### src/sv/fpba_pkg.sv
// ----------------------------------------------------------------------------
// fpba_pkg
// Shared types, codes and default sizes of the fit-policy block allocator.
// ----------------------------------------------------------------------------
package fpba_pkg;

	// Default sizing of the capacity table.
	localparam int NUM_BLOCKS_DEF = 16;
	localparam int SIZE_BITS_DEF  = 16;

	// Fixed field widths of the stream and configuration words.
	localparam int INDEX_W     = 4;
	localparam int AMOUNT_W    = 16;
	localparam int TDATA_W     = 24;
	localparam int CFG_INDEX_W = 1;
	localparam int CFG_DATA_W  = 5;
	localparam int POLICY_W    = 2;
	localparam int COUNT_W     = 5;

	// Configuration register indexes.
	localparam logic [CFG_INDEX_W-1:0] REG_FIT_POLICY  = 1'd0;
	localparam logic [CFG_INDEX_W-1:0] REG_BLOCK_COUNT = 1'd1;

	// Placement rules. The unused code behaves as first fit.
	localparam logic [POLICY_W-1:0] POLICY_FIRST = 2'd0;
	localparam logic [POLICY_W-1:0] POLICY_BEST  = 2'd1;
	localparam logic [POLICY_W-1:0] POLICY_WORST = 2'd2;

	// Input word kinds.
	localparam logic MODE_LOAD  = 1'b0;
	localparam logic MODE_ALLOC = 1'b1;

	typedef enum logic [1:0] {
		ST_IDLE,
		ST_SCAN,
		ST_RESULT
	} fpba_state_t;

	// Commands from the controller to the datapath.
	typedef struct packed {
		logic start;   // latch the request size and restart the scan
		logic scan;    // scan phase: issue table reads while any remain
		logic load;    // write a loaded capacity into the table
		logic finish;  // write back the chosen entry and latch the result
	} fpba_cmd_t;

	// Status from the datapath to the controller.
	typedef struct packed {
		logic rd_more; // table reads remain to be issued
	} fpba_status_t;

endpackage

### src/sv/fit_policy_block_allocator_top.sv
// ----------------------------------------------------------------------------
// fit_policy_block_allocator_top
// Memory block allocator with first, best and worst fit placement rules.
// ----------------------------------------------------------------------------
// A load word produces no result. A request word is accepted, then reads
// one table entry per block in use through the single read port, finishes
// the last compare, and then writes back and registers the result.
// One word is in work at a time; a finished result may wait at the output.
// arst_n clears the controller and configuration; the table is undefined.
// ----------------------------------------------------------------------------
module fit_policy_block_allocator_top #(
	parameter int NUM_BLOCKS = fpba_pkg::NUM_BLOCKS_DEF,
	parameter int SIZE_BITS  = fpba_pkg::SIZE_BITS_DEF
) (
	input  logic                              clk,
	input  logic                              arst_n,
	// Configuration write port.
	input  logic                              cfg_we,
	input  logic [fpba_pkg::CFG_INDEX_W-1:0]  cfg_index,
	input  logic [fpba_pkg::CFG_DATA_W-1:0]   cfg_data,
	// Input stream.
	input  logic                              s_tvalid,
	output logic                              s_tready,
	input  logic [fpba_pkg::TDATA_W-1:0]      s_tdata,  // block_index[3:0], amount[19:4]
	input  logic                              s_tuser,  // mode
	// Result stream.
	output logic                              m_tvalid,
	input  logic                              m_tready,
	output logic [fpba_pkg::TDATA_W-1:0]      m_tdata,  // chosen_block[3:0], capacity_left[19:4]
	output logic                              m_tuser   // granted
);

	fpba_pkg::fpba_cmd_t    cmd;
	fpba_pkg::fpba_status_t status;

	logic [fpba_pkg::INDEX_W-1:0]  res_block;
	logic [fpba_pkg::AMOUNT_W-1:0] res_capacity;

	// The controller owns the handshakes and the result valid flag; the
	// datapath holds the capacity table, the scan comparator and the payload.
	fpba_ctrl u_ctrl (
		.clk       (clk),
		.arst_n    (arst_n),
		.in_valid  (s_tvalid),
		.in_mode   (s_tuser),
		.in_ready  (s_tready),
		.out_valid (m_tvalid),
		.out_ready (m_tready),
		.cmd       (cmd),
		.status    (status)
	);

	fpba_dp #(
		.NUM_BLOCKS (NUM_BLOCKS),
		.SIZE_BITS  (SIZE_BITS)
	) u_dp (
		.clk            (clk),
		.arst_n         (arst_n),
		.cfg_we         (cfg_we),
		.cfg_index      (cfg_index),
		.cfg_data       (cfg_data),
		.in_block_index (s_tdata[3:0]),
		.in_amount      (s_tdata[19:4]),
		.cmd            (cmd),
		.status         (status),
		.res_granted    (m_tuser),
		.res_block      (res_block),
		.res_capacity   (res_capacity)
	);

	// The result word is packed with zero padding to whole bytes.
	assign m_tdata = {4'b0000, res_capacity, res_block};

endmodule

### src/sv/fpba_ram.sv
// ----------------------------------------------------------------------------
// fpba_ram
// Generic single-write, single-read RAM with a registered read port.
// ----------------------------------------------------------------------------
module fpba_ram #(
	parameter int WIDTH = 16,
	parameter int DEPTH = 16,
	parameter int AW    = (DEPTH > 1) ? $clog2(DEPTH) : 1
) (
	input  logic             clk,
	input  logic             we,
	input  logic [AW-1:0]    waddr,
	input  logic [WIDTH-1:0] wdata,
	input  logic             re,
	input  logic [AW-1:0]    raddr,
	output logic [WIDTH-1:0] rdata
);

	logic [WIDTH-1:0] mem_q [DEPTH];

	always_ff @(posedge clk) begin
		if (we) begin
			mem_q[waddr] <= wdata;
		end
		if (re) begin
			rdata <= mem_q[raddr];
		end
	end

endmodule

### src/sv/fpba_ctrl.sv
// ----------------------------------------------------------------------------
// fpba_ctrl
// Controller of the allocator: sequences loads, table scans and results.
// ----------------------------------------------------------------------------
module fpba_ctrl (
	input  logic                  clk,
	input  logic                  arst_n,
	input  logic                  in_valid,
	input  logic                  in_mode,
	output logic                  in_ready,
	output logic                  out_valid,
	input  logic                  out_ready,
	output fpba_pkg::fpba_cmd_t   cmd,
	input  fpba_pkg::fpba_status_t status
);

	fpba_pkg::fpba_state_t state_q, state_d;
	logic out_vld_q;
	logic out_free;

	// The result register can take a new word when empty or being drained.
	assign out_free = !out_vld_q || out_ready;

	always_comb begin
		state_d = state_q;
		unique case (state_q)
			fpba_pkg::ST_IDLE: begin
				if (in_valid && (in_mode == fpba_pkg::MODE_ALLOC)) begin
					state_d = fpba_pkg::ST_SCAN;
				end
			end
			fpba_pkg::ST_SCAN: begin
				if (!status.rd_more) begin
					state_d = fpba_pkg::ST_RESULT;
				end
			end
			fpba_pkg::ST_RESULT: begin
				if (out_free) begin
					state_d = fpba_pkg::ST_IDLE;
				end
			end
			default: state_d = fpba_pkg::ST_IDLE;
		endcase
	end

	always_comb begin
		cmd      = '0;
		in_ready = 1'b0;
		unique case (state_q)
			fpba_pkg::ST_IDLE: begin
				in_ready   = 1'b1;
				cmd.start  = in_valid && (in_mode == fpba_pkg::MODE_ALLOC);
				cmd.load   = in_valid && (in_mode == fpba_pkg::MODE_LOAD);
			end
			fpba_pkg::ST_SCAN: begin
				cmd.scan = 1'b1;
			end
			fpba_pkg::ST_RESULT: begin
				cmd.finish = out_free;
			end
			default: begin
				cmd      = '0;
				in_ready = 1'b0;
			end
		endcase
	end

	always_ff @(posedge clk or negedge arst_n) begin
		if (!arst_n) begin
			state_q   <= fpba_pkg::ST_IDLE;
			out_vld_q <= 1'b0;
		end else begin
			state_q <= state_d;
			if (cmd.finish) begin
				out_vld_q <= 1'b1;
			end else if (out_ready) begin
				out_vld_q <= 1'b0;
			end
		end
	end

	assign out_valid = out_vld_q;

endmodule

### src/sv/fpba_dp.sv
// ----------------------------------------------------------------------------
// fpba_dp
// Datapath of the allocator: capacity table, scan comparator, result register.
// ----------------------------------------------------------------------------
module fpba_dp #(
	parameter int NUM_BLOCKS = fpba_pkg::NUM_BLOCKS_DEF,
	parameter int SIZE_BITS  = fpba_pkg::SIZE_BITS_DEF
) (
	input  logic                               clk,
	input  logic                               arst_n,
	input  logic                               cfg_we,
	input  logic [fpba_pkg::CFG_INDEX_W-1:0]   cfg_index,
	input  logic [fpba_pkg::CFG_DATA_W-1:0]    cfg_data,
	input  logic [fpba_pkg::INDEX_W-1:0]       in_block_index,
	input  logic [fpba_pkg::AMOUNT_W-1:0]      in_amount,
	input  fpba_pkg::fpba_cmd_t                cmd,
	output fpba_pkg::fpba_status_t             status,
	output logic                               res_granted,
	output logic [fpba_pkg::INDEX_W-1:0]       res_block,
	output logic [fpba_pkg::AMOUNT_W-1:0]      res_capacity
);

	localparam int AW = (NUM_BLOCKS > 1) ? $clog2(NUM_BLOCKS) : 1;
	localparam int LW = $clog2(NUM_BLOCKS + 1);

	// Configuration registers.
	logic [fpba_pkg::POLICY_W-1:0] fit_policy_q;
	logic [fpba_pkg::COUNT_W-1:0]  block_count_q;

	// Scan state.
	logic [SIZE_BITS-1:0] amt_q;
	logic [LW-1:0]        rd_idx_q;
	logic                 cmp_vld_s1;
	logic [AW-1:0]        cmp_idx_s1;
	logic                 found_q;
	logic [AW-1:0]        best_idx_q;
	logic [SIZE_BITS-1:0] best_cap_q;

	// Result register.
	logic                          out_granted_q;
	logic [fpba_pkg::INDEX_W-1:0]  out_block_q;
	logic [fpba_pkg::AMOUNT_W-1:0] out_cap_q;

	logic [LW-1:0]                            limit;
	logic [SIZE_BITS+fpba_pkg::AMOUNT_W-1:0]  amt_wide;
	logic [SIZE_BITS-1:0]                     in_amt;
	logic [AW+fpba_pkg::INDEX_W-1:0]          load_wide;
	logic [AW-1:0]                            load_addr;
	logic                                     load_ok;
	logic [AW+fpba_pkg::INDEX_W-1:0]          pick_wide;
	logic [SIZE_BITS+fpba_pkg::AMOUNT_W-1:0]  left_wide;
	logic [SIZE_BITS-1:0]                     left;
	logic [SIZE_BITS-1:0]                     rd_data;
	logic                                     rd_en;
	logic                                     fits;
	logic                                     better;
	logic                                     take;
	logic                                     ram_we;
	logic [AW-1:0]                            ram_waddr;
	logic [SIZE_BITS-1:0]                     ram_wdata;

	always_ff @(posedge clk or negedge arst_n) begin
		if (!arst_n) begin
			fit_policy_q  <= '0;
			block_count_q <= '0;
		end else if (cfg_we) begin
			unique case (cfg_index)
				fpba_pkg::REG_FIT_POLICY:  fit_policy_q  <= cfg_data[fpba_pkg::POLICY_W-1:0];
				fpba_pkg::REG_BLOCK_COUNT: block_count_q <= cfg_data;
				default: ;
			endcase
		end
	end

	// Blocks in use, saturated at the table depth.
	assign limit = (32'(block_count_q) > NUM_BLOCKS) ? LW'(NUM_BLOCKS) : LW'(block_count_q);

	// Amounts are taken modulo 2^SIZE_BITS.
	assign amt_wide = {{SIZE_BITS{1'b0}}, in_amount};
	assign in_amt   = amt_wide[SIZE_BITS-1:0];

	assign load_wide = {{AW{1'b0}}, in_block_index};
	assign load_addr = load_wide[AW-1:0];
	assign load_ok   = 32'(in_block_index) < NUM_BLOCKS;

	assign status.rd_more = rd_idx_q < limit;
	assign rd_en          = cmd.scan && status.rd_more;

	// One comparator looks at one table entry per cycle.
	assign fits   = rd_data >= amt_q;
	assign better = ((fit_policy_q == fpba_pkg::POLICY_BEST)  && (rd_data < best_cap_q)) ||
	                ((fit_policy_q == fpba_pkg::POLICY_WORST) && (rd_data > best_cap_q));
	assign take   = cmp_vld_s1 && fits && (!found_q || better);

	assign left      = best_cap_q - amt_q;
	assign left_wide = {{fpba_pkg::AMOUNT_W{1'b0}}, left};
	assign pick_wide = {{fpba_pkg::INDEX_W{1'b0}}, best_idx_q};

	assign ram_we    = (cmd.load && load_ok) || (cmd.finish && found_q);
	assign ram_waddr = cmd.load ? load_addr : best_idx_q;
	assign ram_wdata = cmd.load ? in_amt : left;

	fpba_ram #(
		.WIDTH (SIZE_BITS),
		.DEPTH (NUM_BLOCKS),
		.AW    (AW)
	) u_table (
		.clk   (clk),
		.we    (ram_we),
		.waddr (ram_waddr),
		.wdata (ram_wdata),
		.re    (rd_en),
		.raddr (rd_idx_q[AW-1:0]),
		.rdata (rd_data)
	);

	always_ff @(posedge clk or negedge arst_n) begin
		if (!arst_n) begin
			rd_idx_q      <= '0;
			cmp_vld_s1    <= 1'b0;
			found_q       <= 1'b0;
			out_granted_q <= 1'b0;
		end else begin
			cmp_vld_s1 <= rd_en;
			if (cmd.start) begin
				rd_idx_q <= '0;
				found_q  <= 1'b0;
			end else begin
				if (rd_en) begin
					rd_idx_q <= rd_idx_q + LW'(1);
				end
				if (take) begin
					found_q <= 1'b1;
				end
			end
			if (cmd.finish) begin
				out_granted_q <= found_q;
			end
		end
	end

	always_ff @(posedge clk) begin
		if (cmd.start) begin
			amt_q <= in_amt;
		end
		if (rd_en) begin
			cmp_idx_s1 <= rd_idx_q[AW-1:0];
		end
		if (take) begin
			best_idx_q <= cmp_idx_s1;
			best_cap_q <= rd_data;
		end
		if (cmd.finish) begin
			out_block_q <= found_q ? pick_wide[fpba_pkg::INDEX_W-1:0] : '0;
			out_cap_q   <= found_q ? left_wide[fpba_pkg::AMOUNT_W-1:0] : '0;
		end
	end

	assign res_granted  = out_granted_q;
	assign res_block    = out_block_q;
	assign res_capacity = out_cap_q;

endmodule

### config.mk
export PLATFORM = sky130hd
export DESIGN_NAME = fit_policy_block_allocator_top
export DESIGN_NICKNAME = d
export VERILOG_FILES = /design/src/sv/fpba_pkg.sv /design/src/sv/fit_policy_block_allocator_top.sv /design/src/sv/fpba_ram.sv /design/src/sv/fpba_ctrl.sv /design/src/sv/fpba_dp.sv
export SDC_FILE = /design/constraint.sdc
export NUM_CORES = 1
export LEC_CHECK = 0
export ABC_AREA = 1
export BUFFER_PORTS_ARGS = -buffer_cell sky130_fd_sc_hd__buf_2
export CORE_MARGIN = 2
export CORE_UTILIZATION = 62
export DETAILED_ROUTE_END_ITERATION = 7
export GPL_ROUTABILITY_DRIVEN = 0
export PLACE_DENSITY_LB_ADDON = 0.25
export SYNTH_ARGS = -nofsm -noshare
export SYNTH_HDL_FRONTEND = slang
export SYNTH_SLANG_ARGS = --single-unit
### constraint.sdc
create_clock -name clk -period 4.1 [get_ports clk]
set_input_delay 0.41 -clock clk [delete_from_list [all_inputs] [get_ports clk]]
set_output_delay 0.41 -clock clk [all_outputs]
set_load 0.01 [all_outputs]
==> results of run 1 <==
-- cells in the final DEF (no fill, tap or decap), types with 6 or more instances in the layout --
cell type / instances
sky130_fd_sc_hd__edfxtp_1: 332
sky130_fd_sc_hd__nor2_1: 245
sky130_fd_sc_hd__nand2_1: 164
sky130_fd_sc_hd__o21ai_0: 127
sky130_fd_sc_hd__inv_1: 82
sky130_fd_sc_hd__nand3_1: 60
sky130_fd_sc_hd__buf_2: 54
sky130_fd_sc_hd__ha_1: 52
sky130_fd_sc_hd__clkbuf_16: 37
sky130_fd_sc_hd__buf_4: 35
sky130_fd_sc_hd__o211ai_1: 32
sky130_fd_sc_hd__a21oi_1: 30
sky130_fd_sc_hd__o32ai_1: 25
sky130_fd_sc_hd__dfrtp_1: 16
sky130_fd_sc_hd__clkinv_1: 12
sky130_fd_sc_hd__clkbuf_1: 10
sky130_fd_sc_hd__o32ai_2: 7
sky130_fd_sc_hd__nor3_1: 6
sky130_fd_sc_hd__nand4_1: 6
sky130_fd_sc_hd__xnor2_1: 6
sky130_fd_sc_hd__clkinv_2: 6
-- per-stage QoR --
step                      area (um2)  hold WS, ns  cells  total power, mW  utilization
after floorplan                15330       0.1144   1297            7.215            -
after global placement         15970       0.3690   1652            8.121       0.6566
after detailed placement       15970       0.3749   1652            8.253       0.6566
after CTS                      17080      0.07193   1719            11.27       0.7023
after global routing           17080      0.07261   1719            11.85       0.7023
final                          17080      0.08437   1719            11.26       0.7023
-- flip-flops by register name (all words and copies together) (netlist names) --
name / flops
u_dp.u_table.mem_q: 256
u_dp.amt_q: 16
u_dp.best_cap_q: 16
u_dp.res_capacity: 16
u_dp.u_table.rdata: 16
u_dp.block_count_q: 5
u_dp.rd_idx_q: 5
u_dp.best_idx_q: 4
u_dp.cmp_idx_s1: 4
u_dp.res_block: 4
u_ctrl.state_q: 2
u_dp.fit_policy_q: 2
u_ctrl.out_valid: 1
u_dp.cmp_vld_s1: 1
u_dp.found_q: 1
u_dp.res_granted: 1
-- layout make-up --
class | count | area share
well taps | 324 | 0.02374
flip-flops and latches | 350 | 0.6105
clock inverters | 19 | 0.008059
repair buffers | 90 | 0.03179
inverters | 89 | 0.01963
multi-input cells | 800 | 0.2498
clock buffers | 47 | 0.05641
-- critical path: stages, from the launching register on --
cell and delay [ns]:
sky130_fd_sc_hd__dfrtp_1 0.39, sky130_fd_sc_hd__nor2_2 0.17, sky130_fd_sc_hd__nand3_2 0.30, sky130_fd_sc_hd__inv_2 0.48, sky130_fd_sc_hd__or2_2 0.21, sky130_fd_sc_hd__o21ai_2 0.09, sky130_fd_sc_hd__inv_1 0.10, sky130_fd_sc_hd__nand3_1 0.17
sky130_fd_sc_hd__nor2_1 0.38, sky130_fd_sc_hd__buf_4 0.30
-- cells by family (layout without fill, tap and decap cells) --
kind of cell | after synthesis | after routing | synth area share
muxes | 2 | 2 | 0.001470
AOI/OAI and AO/OA | 237 | 237 | 0.09695
xor gates and xnor gates | 7 | 7 | 0.004002
DFF | 350 | 350 | 0.6802
other | 1 | 4 | 0.0002448
buffers and inverters | 147 | 245 | 0.04215
adders and majority gates | 53 | 53 | 0.04378
and+or+nand+nor | 497 | 497 | 0.1312
-- path summary, 6_finish.rpt --
kind	start	end	slack, ns	depth (start not counted)
min reg2reg	u_dp.cmp_idx_s1[0]	u_dp.best_idx_q[0]	0.42	0
max reg2reg	u_ctrl.state_q[0]	u_dp.u_table.mem_q[14][6]	1.22	9
min	s_tdata[17]	u_dp.amt_q[13]	0.08	1
max in group asynchronous	arst_n	u_dp.rd_idx_q[0]	3.38	2
max	u_ctrl.state_q[0]	u_dp.u_table.mem_q[14][6]	1.22	9
min in group asynchronous	arst_n	u_dp.rd_idx_q[2]	0.38	2
-- layer usage --
layer  share of wire  vias to the layer above  wire [um]  global-route usage
met1            0.43                     4800      14040              0.3590
met3           0.066                       64       2136             0.03338
met5               0                        -          0                   0
met2            0.48                      392      15390              0.4126
met4           0.024                        0        773             0.08685
li1                -                     4743          -                   -
-- power by group --
group	switching, mW	leakage (nW)	internal [mW]
registers	0.246	3.23	4.77
logic	2.24	2.63	0.972
clock network	1.30	0.534	1.73
==> reports/summary.txt, run 1 <==
Footprint of the multi-input gates -> 4267 um2
Number of H-tree levels -> 2
Endpoint kind of the worst setup timing path -> register
Post-route setup slack -> 1.219 ns
Row Count -> 57
Per-cell via count in the routed design -> 5.817
Worst-Margin Slew -> 1.103 ns
Clock-pin slew on the worst setup and hold paths -> 0.06 ns
Global route overflow -> 0
Antenna fix cells -> 0
Number of buffers inserted during clock tree synthesis -> 37
Crit Path Category -> reg -> reg
Post-synth design cell area -> 15320 um2
Maximum net fanout on the critical path -> 31
Number of antenna violations at the first check in global routing -> 0
Detailed router's first-iteration violation count -> 945
Gates resized, CTS repair -> 0
Remaining antenna violation count -> 0
Area of the core region -> 24320 um2
Worst Hold Class -> in -> reg
Largest net degree at the start of global routing -> 94
Max Clock Freq -> 347.1 MHz
Post-detailed-placement half-perimeter wirelength -> 20550 um
Synthesis-to-finish area growth -> 11.49%
CTS sink count -> 350
CTS tree -> yes
Max-cap violation count -> 0
Final hold vios -> 0
Number of instances in the synthesized netlist -> 1294
Number of pins with negative max-slew slack in the final report -> 0
Clk_skew -> 0.02535 ns
Warnings, synthesis -> 0
Post-synth top cells -> sky130_fd_sc_hd__edfxtp_1, sky130_fd_sc_hd__nor2_1, sky130_fd_sc_hd__nand2_1, sky130_fd_sc_hd__o21ai_0, sky130_fd_sc_hd__inv_1
Fillcell total -> 1639
Number of failing setup endpoints in the final timing report -> 0
Effective utilization at floorplan -> 0.6299
DR pass1 iterations -> 5
Die area -> 25980 um2
FF/Latch Area -> 10430 um2
Total power density per cell area -> 659.1 nW/um2
Clock period minus final worst setup slack -> 2.881 ns
Vert. Die Dim -> 161.2 um
Clock latency on the worst-skew pair -> 0.53 ns
Detailed-route wire length -> 32340 um
Primary flip-flop cell chosen by synthesis mapping -> sky130_fd_sc_hd__edfxtp_1
Crit path launch type -> register
Most area-hungry cell type in the Yosys netlist -> sky130_fd_sc_hd__edfxtp_1
Vias -> 9999
Outcome -> complete, no violations
Root Buffer Master -> sky130_fd_sc_hd__clkbuf_16
Unrepaired setup endpoints after global routing -> false
Maximum buffer depth of the clock tree -> 3
Pre-CTS setup slack -> 1.226 ns
Fraction of layout cells with a size suffix above 1 -> 0.1204
Final worst-path cycle share -> 0.7027
Die Span X -> 161.2 um
Required time worst endpoint -> 4.32 ns
Top post-synthesis cells by area -> sky130_fd_sc_hd__edfxtp_1, sky130_fd_sc_hd__nor2_1, sky130_fd_sc_hd__ha_1, sky130_fd_sc_hd__o21ai_0, sky130_fd_sc_hd__nand2_1
GR Util All Layers -> 0.2535
Fraction of the yosys area taken by sequential cells -> 0.6802
Slew headroom -> 0.2600
Number of buffers added on ports -> 54
Post-synthesis area per instance -> 11.84 um2
Highest ir drop seen on vdd -> 0.4028 mV
Post-synth cell types -> 40
Leakage dissipation -> 6.403 nW
Vias in the first global route -> 9664
Wire length of the first global-routing pass -> 50820 um
Remaining DRCs -> 0
EDFF count, synth -> 332
Final nets -> 1457
Number of post-CTS setup repair buffers -> 0
Routed WL per cell -> 18.81 um
Area share of the largest cell type after synthesis -> 0.6508
Cts hold-fix bufs -> 1
Post-synthesis async set-or-reset flop share -> 0.05143
Arrival time at the worst endpoint -> 3.10 ns
Synthesized flop and latch total -> 350
Total negative setup slack -> 0 ns
Most common cell in the netlist -> sky130_fd_sc_hd__edfxtp_1
Boundary pin count -> 63
(Power assumes the default switching activity.)
==> run 2: changes to the inputs <==
- ABC_AREA: 1 -> 0
- CORE_UTILIZATION: 62 -> 61
- clock period: 4.1 -> 2.8 ns (I/O delays scaled with it)
==> reports/summary.txt, run 2 <==
Final nets -> 1048 (was 1457)
Tot Pwr -> 17.07 mW (was 11.26 mW)
Clock period minus final worst setup slack -> 2.703 ns (was 2.881 ns)
Post-synth cell types -> 58 (was 40)
Path depth of the worst reg2reg path -> 10 (was 9)
Endpoint kind of the worst setup timing path -> register (unchanged)
Effective utilization at floorplan -> 0.6250 (was 0.6299)
Slew headroom -> 0.4369 (was 0.2600)
Final hold vios -> 0 (unchanged)
Post-synth design cell area -> 14710 um2 (was 15320 um2)
Synthesis-to-finish area growth -> 16.56% (was 11.49%)
CP Capture Point -> u_dp.u_table.mem_q[1][12] (was u_dp.u_table.mem_q[14][6])
GR Util All Layers -> 0.2602 (was 0.2535)
Gate power share -> 0.298 (was 0.285)
CTS tree -> yes (unchanged)
Total power density per cell area -> 995.0 nW/um2 (was 659.1 nW/um2)
Primary flip-flop cell chosen by synthesis mapping -> sky130_fd_sc_hd__edfxtp_1 (unchanged)
Fraction of layout cells with a size suffix above 1 -> 0.2759 (was 0.1204)
Clock latency on the worst-skew pair -> 0.54 ns (was 0.53 ns)
Top post-synthesis cells by area -> sky130_fd_sc_hd__edfxtp_1, sky130_fd_sc_hd__mux4_2, sky130_fd_sc_hd__ha_1, sky130_fd_sc_hd__dfrtp_1, sky130_fd_sc_hd__nand2_1 (was sky130_fd_sc_hd__edfxtp_1, sky130_fd_sc_hd__nor2_1, sky130_fd_sc_hd__ha_1, sky130_fd_sc_hd__o21ai_0, sky130_fd_sc_hd__nand2_1)
Total internal power -> 11.85 mW (was 7.472 mW)
Detailed-route wire length -> 31990 um (was 32340 um)
Number of failing setup endpoints in the final timing report -> 0 (unchanged)
Worst hold slack after final layout -> 0.02296 ns (was 0.08437 ns)
Number of buffers inserted during clock tree synthesis -> 35 (was 37)
Most common library cell in the layout ignoring fill and taps -> sky130_fd_sc_hd__edfxtp_1 (unchanged)
Highest ir drop seen on vdd -> 0.5753 mV (was 0.4028 mV)
Worst Hold Class -> in -> reg (unchanged)
Leakage dissipation -> 6.095 nW (was 6.403 nW)
Number of pins with negative max-slew slack in the final report -> 0 (unchanged)
CTS sink count -> 350 (unchanged)
Final worst-path cycle share -> 0.9653 (was 0.7027)
Detailed router's first-iteration violation count -> 780 (was 945)
Crit Path Category -> reg -> reg (unchanged)
Vert. Die Dim -> 159.3 um (was 161.2 um)
Fillcell total -> 1374 (was 1639)
Unrepaired setup endpoints after global routing -> false (unchanged)
Post-synthesis area per instance -> 18.10 um2 (was 11.84 um2)
Outcome -> complete, no violations (unchanged)
Area of the core region -> 23540 um2 (was 24320 um2)
Max-cap violation count -> 0 (unchanged)
EDFF count, synth -> 332 (unchanged)
Wire length of the first global-routing pass -> 49080 um (was 50820 um)
Routed WL per cell -> 24.51 um (was 18.81 um)
Maximum net fanout on the critical path -> 16 (was 31)
Global route overflow -> 0 (unchanged)
Switching power share of the total -> 0.3056 (was 0.3362)
Clock-pin slew on the worst setup and hold paths -> 0.06 ns (about the same)
Synthesized flop and latch total -> 350 (unchanged)
Root Buffer Master -> sky130_fd_sc_hd__clkbuf_16 (unchanged)
Number of antenna violations at the first check in global routing -> 0 (unchanged)
Maximum buffer depth of the clock tree -> 3 (unchanged)
Max Clock Freq -> 370.0 MHz (was 347.1 MHz)
Internal reg-to-reg setup slack -> 0.1 ns (was 1.22 ns)
Number of H-tree levels -> 2 (unchanged)
Post-detailed-placement half-perimeter wirelength -> 19490 um (was 20550 um)
Remaining antenna violation count -> 0 (unchanged)
Largest reg by FF count -> u_dp.u_table.mem_q (unchanged)
Die Span X -> 159.3 um (was 161.2 um)
Post-synthesis async set-or-reset flop share -> 0.05143 (unchanged)
Worst-Margin Slew -> 0.8437 ns (was 1.103 ns)
Commonest cells after routing, fill and taps aside -> sky130_fd_sc_hd__edfxtp_1, sky130_fd_sc_hd__mux4_2, sky130_fd_sc_hd__buf_2 (was sky130_fd_sc_hd__edfxtp_1, sky130_fd_sc_hd__nor2_1, sky130_fd_sc_hd__nand2_1)
Flip-flop count of the largest register after layout -> 256 (unchanged)
Remaining DRCs -> 0 (unchanged)
Fraction of the yosys area taken by sequential cells -> 0.7082 (was 0.6802)
P_sw -> 5.216 mW (was 3.785 mW)
Startpoint of the worst-slack reg-to-reg timing path -> u_dp.amt_q[0] (was u_ctrl.state_q[0])
Crit path launch type -> register (unchanged)
Crit Reg-Reg Endpoint -> u_dp.u_table.mem_q[1][12] (was u_dp.u_table.mem_q[14][6])
Per-cell via count in the routed design -> 6.185 (was 5.817)
Boundary pin count -> 63 (unchanged)
Largest net degree at the start of global routing -> 69 (was 94)
First element of the critical path -> u_dp.amt_q[0] (was u_ctrl.state_q[0])
DR pass1 iterations -> 5 (unchanged)
Most area-hungry cell type in the Yosys netlist -> sky130_fd_sc_hd__edfxtp_1 (unchanged)
Area share of the largest cell type after synthesis -> 0.6776 (was 0.6508)
Clock network fraction of design power -> 0.259 (was 0.269)
Number of instances in the synthesized netlist -> 813 (was 1294)
Row Count -> 56 (was 57)
Arrival time at the worst endpoint -> 2.98 ns (was 3.10 ns)
Part of the power in registers -> 0.443 (was 0.445)
Die area -> 25380 um2 (was 25980 um2)
Most common cell in the netlist -> sky130_fd_sc_hd__edfxtp_1 (unchanged)
Vias -> 8071 (was 9999)
Required time worst endpoint -> 3.08 ns (was 4.32 ns)
Antenna fix cells -> 0 (unchanged)
Warnings, synthesis -> 0 (unchanged)
Clk_skew -> 0.01582 ns (was 0.02535 ns)
Number of buffers added on ports -> 54 (unchanged)
Vias in the first global route -> 8345 (was 9664)
Post-synth top cells -> sky130_fd_sc_hd__edfxtp_1, sky130_fd_sc_hd__mux4_2, sky130_fd_sc_hd__ha_1, sky130_fd_sc_hd__nand2_1, sky130_fd_sc_hd__nor2_1 (was sky130_fd_sc_hd__edfxtp_1, sky130_fd_sc_hd__nor2_1, sky130_fd_sc_hd__nand2_1, sky130_fd_sc_hd__o21ai_0, sky130_fd_sc_hd__inv_1)
-- run 2: cell families (layout without fill, tap and decap cells) --
logic type                 count (synthesis)  in the layout  synth area share
adders and majority gates                 53             53           0.04558
DFF                                      350            350            0.7082
and+or+nand+nor                          138            138           0.04311
other                                      1              4         0.0002549
buffers and inverters                     69            239           0.02211
muxes                                     95             95            0.1334
xor gates and xnor gates                  15             15          0.008928
AOI/OAI and AO/OA                         92             92           0.03844
-- run 2: through the flow --
| step | std cells | cell area [um2] | TNS (ns) | setup WS [ns] | utilization |
|---|---|---|---|---|---|
| after floorplan | 816 | 14730 | 0 | 0.1095 | - |
| final | 1305 | 17150 | 0 | 0.09719 | 0.7285 |
| after detailed placement | 1217 | 15770 | -15.39 | -0.3849 | 0.6700 |
| after CTS | 1302 | 17090 | 0 | 0.01458 | 0.7259 |
| after global routing | 1305 | 17150 | 0 | 0.008981 | 0.7285 |
| after global placement | 1217 | 15770 | -4.604 | -0.1888 | 0.6700 |
-- run 2: how the worst min path moves through the flow --
stage / start / endpoint / slack (ns) / depth (start not counted)
after floorplan: arst_n / u_ctrl.out_valid / -0.02 / 0
after global placement: arst_n / u_ctrl.state_q[0] / 0.22 / 1
after detailed placement: arst_n / u_dp.block_count_q[1] / 0.23 / 1
after CTS: cfg_data[0] / u_dp.block_count_q[0] / 0.01 / 2
after global routing: cfg_data[0] / u_dp.fit_policy_q[0] / 0.02 / 2
final: cfg_data[0] / u_dp.block_count_q[0] / 0.02 / 2
-- run 2: layout make-up --
type	instances	area (um2)	area share
Timing Repair Buffer	135	1056	0.06157
Tap cell	319	399.1	0.02327
Multi-Input combinational cell	397	4039	0.2355
Inverter	40	150.1	0.008755
Clock inverter	22	168.9	0.009849
Sequential cell	350	10430	0.6079
Clock buffer	42	912.1	0.05318
-- run 2: routing by layer --
metal	part of all wire	GRT usage	vias to the layer above	wire length, um
li1	-	-	3510	-
met1	0.39	0.3547	4127	12590
met2	0.51	0.4403	375	16220
met3	0.074	0.04194	59	2380
met4	0.025	0.07934	0	799
met5	0	0	-	0
-- run 2: power groups by stage --
stage / sequential [mW] / clock, mW / combinational (mW)
6_report: 7.56 / 4.42 / 5.09
2_1_floorplan: 7.54 / 0 / 3.31
4_1_cts: 7.56 / 4.50 / 5.00
5_1_grt: 7.61 / 4.70 / 5.55
3_3_place_gp: 7.63 / 0 / 4.68
3_5_place_dp: 7.66 / 0 / 4.92
-- run 2: timing repair --
item / in CTS / in global routing
buffers inserted: 0 / 3
hold buffers: 21 / 0
endpoints found under the hold margin: 39 / 0
setup endpoints to repair: 64 / 86
gates resized for setup: 6 / 5
pin swaps: 0 / 2
-- run 2: worst max-delay path, stage by stage, from the launching register on --
cell,delay [ns]
sky130_fd_sc_hd__edfxtp_1,0.39
sky130_fd_sc_hd__ha_1,0.23
sky130_fd_sc_hd__fa_1,0.45
sky130_fd_sc_hd__nand2b_1,0.18
sky130_fd_sc_hd__a21oi_1,0.26
sky130_fd_sc_hd__a21bo_2,0.23
sky130_fd_sc_hd__a41oi_1,0.14
sky130_fd_sc_hd__xor2_1,0.19
sky130_fd_sc_hd__buf_4,0.15
sky130_fd_sc_hd__o21ai_4,0.06
sky130_fd_sc_hd__buf_12,0.15
==> run 3: changes to the inputs <==
- CORE_UTILIZATION: 61 -> 45
- MAX_ROUTING_LAYER: not set -> met4
- RECOVER_POWER: not set -> 50
==> reports/summary.txt, run 3 (synthesis results as in run 2) <==
Maximum net fanout on the critical path -> 13 (was 16)
Global route overflow -> 0 (unchanged)
Remaining DRCs -> 0 (unchanged)
First element of the critical path -> u_dp.u_table.rdata[15] (was u_dp.amt_q[0])
Vert. Die Dim -> 184.8 um (was 159.3 um)
Area of the core region -> 32370 um2 (was 23540 um2)
Crit path launch type -> register (unchanged)
Crit Path Category -> reg -> reg (unchanged)
Slew headroom -> -0.06677 (was 0.4369)
Number of pins with negative max-slew slack in the final report -> 22 (was 0)
Worst-Margin Slew -> 1.600 ns (was 0.8437 ns)
Required time worst endpoint -> 3.00 ns (was 3.08 ns)
Synthesis-to-finish area growth -> 17.90% (was 16.56%)
Most common library cell in the layout ignoring fill and taps -> sky130_fd_sc_hd__edfxtp_1 (unchanged)
GR Util All Layers -> 0.1908 (was 0.2602)
Clock-pin slew on the worst setup and hold paths -> 0.06 ns (about the same)
Per-cell via count in the routed design -> 5.295 (was 6.185)
Largest reg by FF count -> u_dp.u_table.mem_q (unchanged)
Total power density per cell area -> 995.2 nW/um2 (was 995.0 nW/um2)
Fraction of layout cells with a size suffix above 1 -> 0.2386 (was 0.2759)
Clock period minus final worst setup slack -> 2.645 ns (was 2.703 ns)
Endpoint kind of the worst setup timing path -> register (unchanged)
Number of buffers inserted during clock tree synthesis -> 38 (was 35)
Number of failing setup endpoints in the final timing report -> 0 (unchanged)
CP Capture Point -> u_dp.best_cap_q[0] (was u_dp.u_table.mem_q[1][12])
Longest individual stage delay on the worst path -> 0.43 ns (was 0.45 ns)
Path depth of the worst reg2reg path -> 8 (was 10)
Detailed router's first-iteration violation count -> 630 (was 780)
Clk_skew -> 0.02043 ns (was 0.01582 ns)
Effective utilization at floorplan -> 0.4545 (was 0.6250)
Routed WL per cell -> 21.25 um (was 24.51 um)
Crit-path cells -> ha_1, nand4_1, nor4_2, a21boi_1, nor3b_1, mux2i_1, a21oi_2, buf_4 (was ha_1, fa_1, nand2b_1, a21oi_1, a21bo_2, a41oi_1, xor2_1, buf_4, o21ai_4, buf_12)
Detailed-route wire length -> 30410 um (was 31990 um)
Outcome -> finished, violations left (was complete, no violations)
Clock latency on the worst-skew pair -> 0.53 ns (was 0.54 ns)
Boundary pin count -> 63 (unchanged)
DR pass1 iterations -> 6 (was 5)
Antenna fix cells -> 0 (unchanged)
Unrepaired setup endpoints after global routing -> false (unchanged)
Vias -> 7577 (was 8071)
Max-cap violation count -> 1 (was 0)
Worst Hold Class -> in -> reg (unchanged)
Number of buffers added on ports -> 54 (unchanged)
Worst hold slack after final layout -> 0.01609 ns (was 0.02296 ns)
Startpoint of the worst-slack reg-to-reg timing path -> u_dp.u_table.rdata[15] (was u_dp.amt_q[0])
Highest ir drop seen on vdd -> 0.4325 mV (was 0.5753 mV)
Maximum buffer depth of the clock tree -> 3 (unchanged)
Root Buffer Master -> sky130_fd_sc_hd__clkbuf_16 (unchanged)
Die area -> 34160 um2 (was 25380 um2)
Violations in the final reports -> max-capacitance violations, max-slew violations
Cell type of the slowest stage on the worst timing path -> sky130_fd_sc_hd__edfxtp_1 (was sky130_fd_sc_hd__fa_1)
Post-route setup slack -> 0.1549 ns (was 0.09719 ns)
Pre-CTS setup slack -> -0.2087 ns (was -0.3849 ns)
Remaining antenna violation count -> 0 (unchanged)
Internal reg-to-reg setup slack -> 0.15 ns (was 0.1 ns)
Final nets -> 1048 (unchanged)
Arrival time at the worst endpoint -> 2.85 ns (was 2.98 ns)
Largest net degree at the start of global routing -> 49 (was 69)
Final worst-path cycle share -> 0.9447 (was 0.9653)
CTS sink count -> 350 (unchanged)
Wire length of the first global-routing pass -> 46460 um (was 49080 um)
Max Clock Freq -> 378.1 MHz (was 370.0 MHz)
CTS tree -> yes (unchanged)
Commonest cells after routing, fill and taps aside -> sky130_fd_sc_hd__edfxtp_1, sky130_fd_sc_hd__mux4_2, sky130_fd_sc_hd__clkbuf_1 (was sky130_fd_sc_hd__edfxtp_1, sky130_fd_sc_hd__mux4_2, sky130_fd_sc_hd__buf_2)
Post-detailed-placement half-perimeter wirelength -> 19250 um (was 19490 um)
Number of H-tree levels -> 2 (unchanged)
Vias in the first global route -> 7891 (was 8345)
Die Span X -> 184.8 um (was 159.3 um)
Number of antenna violations at the first check in global routing -> 0 (unchanged)
Leakage dissipation -> 5.979 nW (was 6.095 nW)
Row Count -> 66 (was 56)
Final hold vios -> 0 (unchanged)
Flip-flop count of the largest register after layout -> 256 (unchanged)
Crit Reg-Reg Endpoint -> u_dp.best_cap_q[0] (was u_dp.u_table.mem_q[1][12])
==> run 3: cell count changes in the layout (fill, tap and decap cells not counted), moves of 6 or more <==
cell                       before  now
sky130_fd_sc_hd__buf_2         54   12
sky130_fd_sc_hd__clkbuf_2       0    6
sky130_fd_sc_hd__clkbuf_1       6   54
sky130_fd_sc_hd__nor2_1        43   28
sky130_fd_sc_hd__nor2_2         1   16
sky130_fd_sc_hd__buf_4         50   32
==> run 3: critical path, delay by kind of cell, from the launching register on <==
kind	cells	cell delay [ns]
simple gates	3	0.67
compound gates	2	0.48
flops	1	0.43
fa+ha+maj	1	0.34
buf+inv	1	0.25
mux	1	0.17
==> run 3: worst min path at each step <==
stage,startpoint,to,slack (ns),cells past startpoint
3_5_place_dp,arst_n,u_dp.block_count_q[3],0.24,1
2_1_floorplan,arst_n,u_ctrl.out_valid,-0.02,0
6_report,cfg_data[1],u_dp.fit_policy_q[1],0.02,2
5_1_grt,cfg_data[1],u_dp.fit_policy_q[1],0.007,2
3_3_place_gp,arst_n,u_dp.block_count_q[3],0.23,1
4_1_cts,cfg_data[1],u_dp.fit_policy_q[1],0.0001,2
==> run 3: area by class of cell <==
class,instances,area [um2]
inverter,40,150.1
clock inverter,27,252.7
timing repair buffer,132,940.9
multi-input combinational,397,4061
tap,442,553.0
fill,2573,15020
sequential,350,10420
clock buffer,43,969.7
==> run 3: timing repair <==
item,in CTS,in global routing
buffers inserted,0,1
endpoints found under the hold margin,37,0
gates resized for setup,2,7
gates cloned,0,0
hold buffers,20,0
pin swaps,0,1
setup endpoints to repair,32,100
==> run 3: routing by layer <==
metal / up-vias / GRT usage / share of wire
met5: - / - / 0
met4: 0 / 0.04381 / 0.016
met3: 37 / 0.02713 / 0.042
met2: 182 / 0.3219 / 0.51
met1: 3851 / 0.2477 / 0.43
li1: 3507 / - / -
==> run 3: metrics by stage <==
stage          utilization  cells  TNS, ns  instance area [um2]  power [mW]
5_1_grt             0.5359   1431        0                17350       18.20
3_3_place_gp        0.4940   1340   -1.907                15990       12.54
3_5_place_dp        0.4940   1340   -5.030                15990       12.63
6_report            0.5359   1431        0                17350       17.26
4_1_cts             0.5382   1430        0                17420       17.52
2_1_floorplan            -    816        0                14730       10.84
==> run 3: where the power goes <==
group / switching, mW / leakage [nW] / internal (mW)
logic: 2.88 / 2.14 / 2.07
clock network: 1.96 / 0.597 / 2.88
registers: 0.290 / 3.24 / 7.19
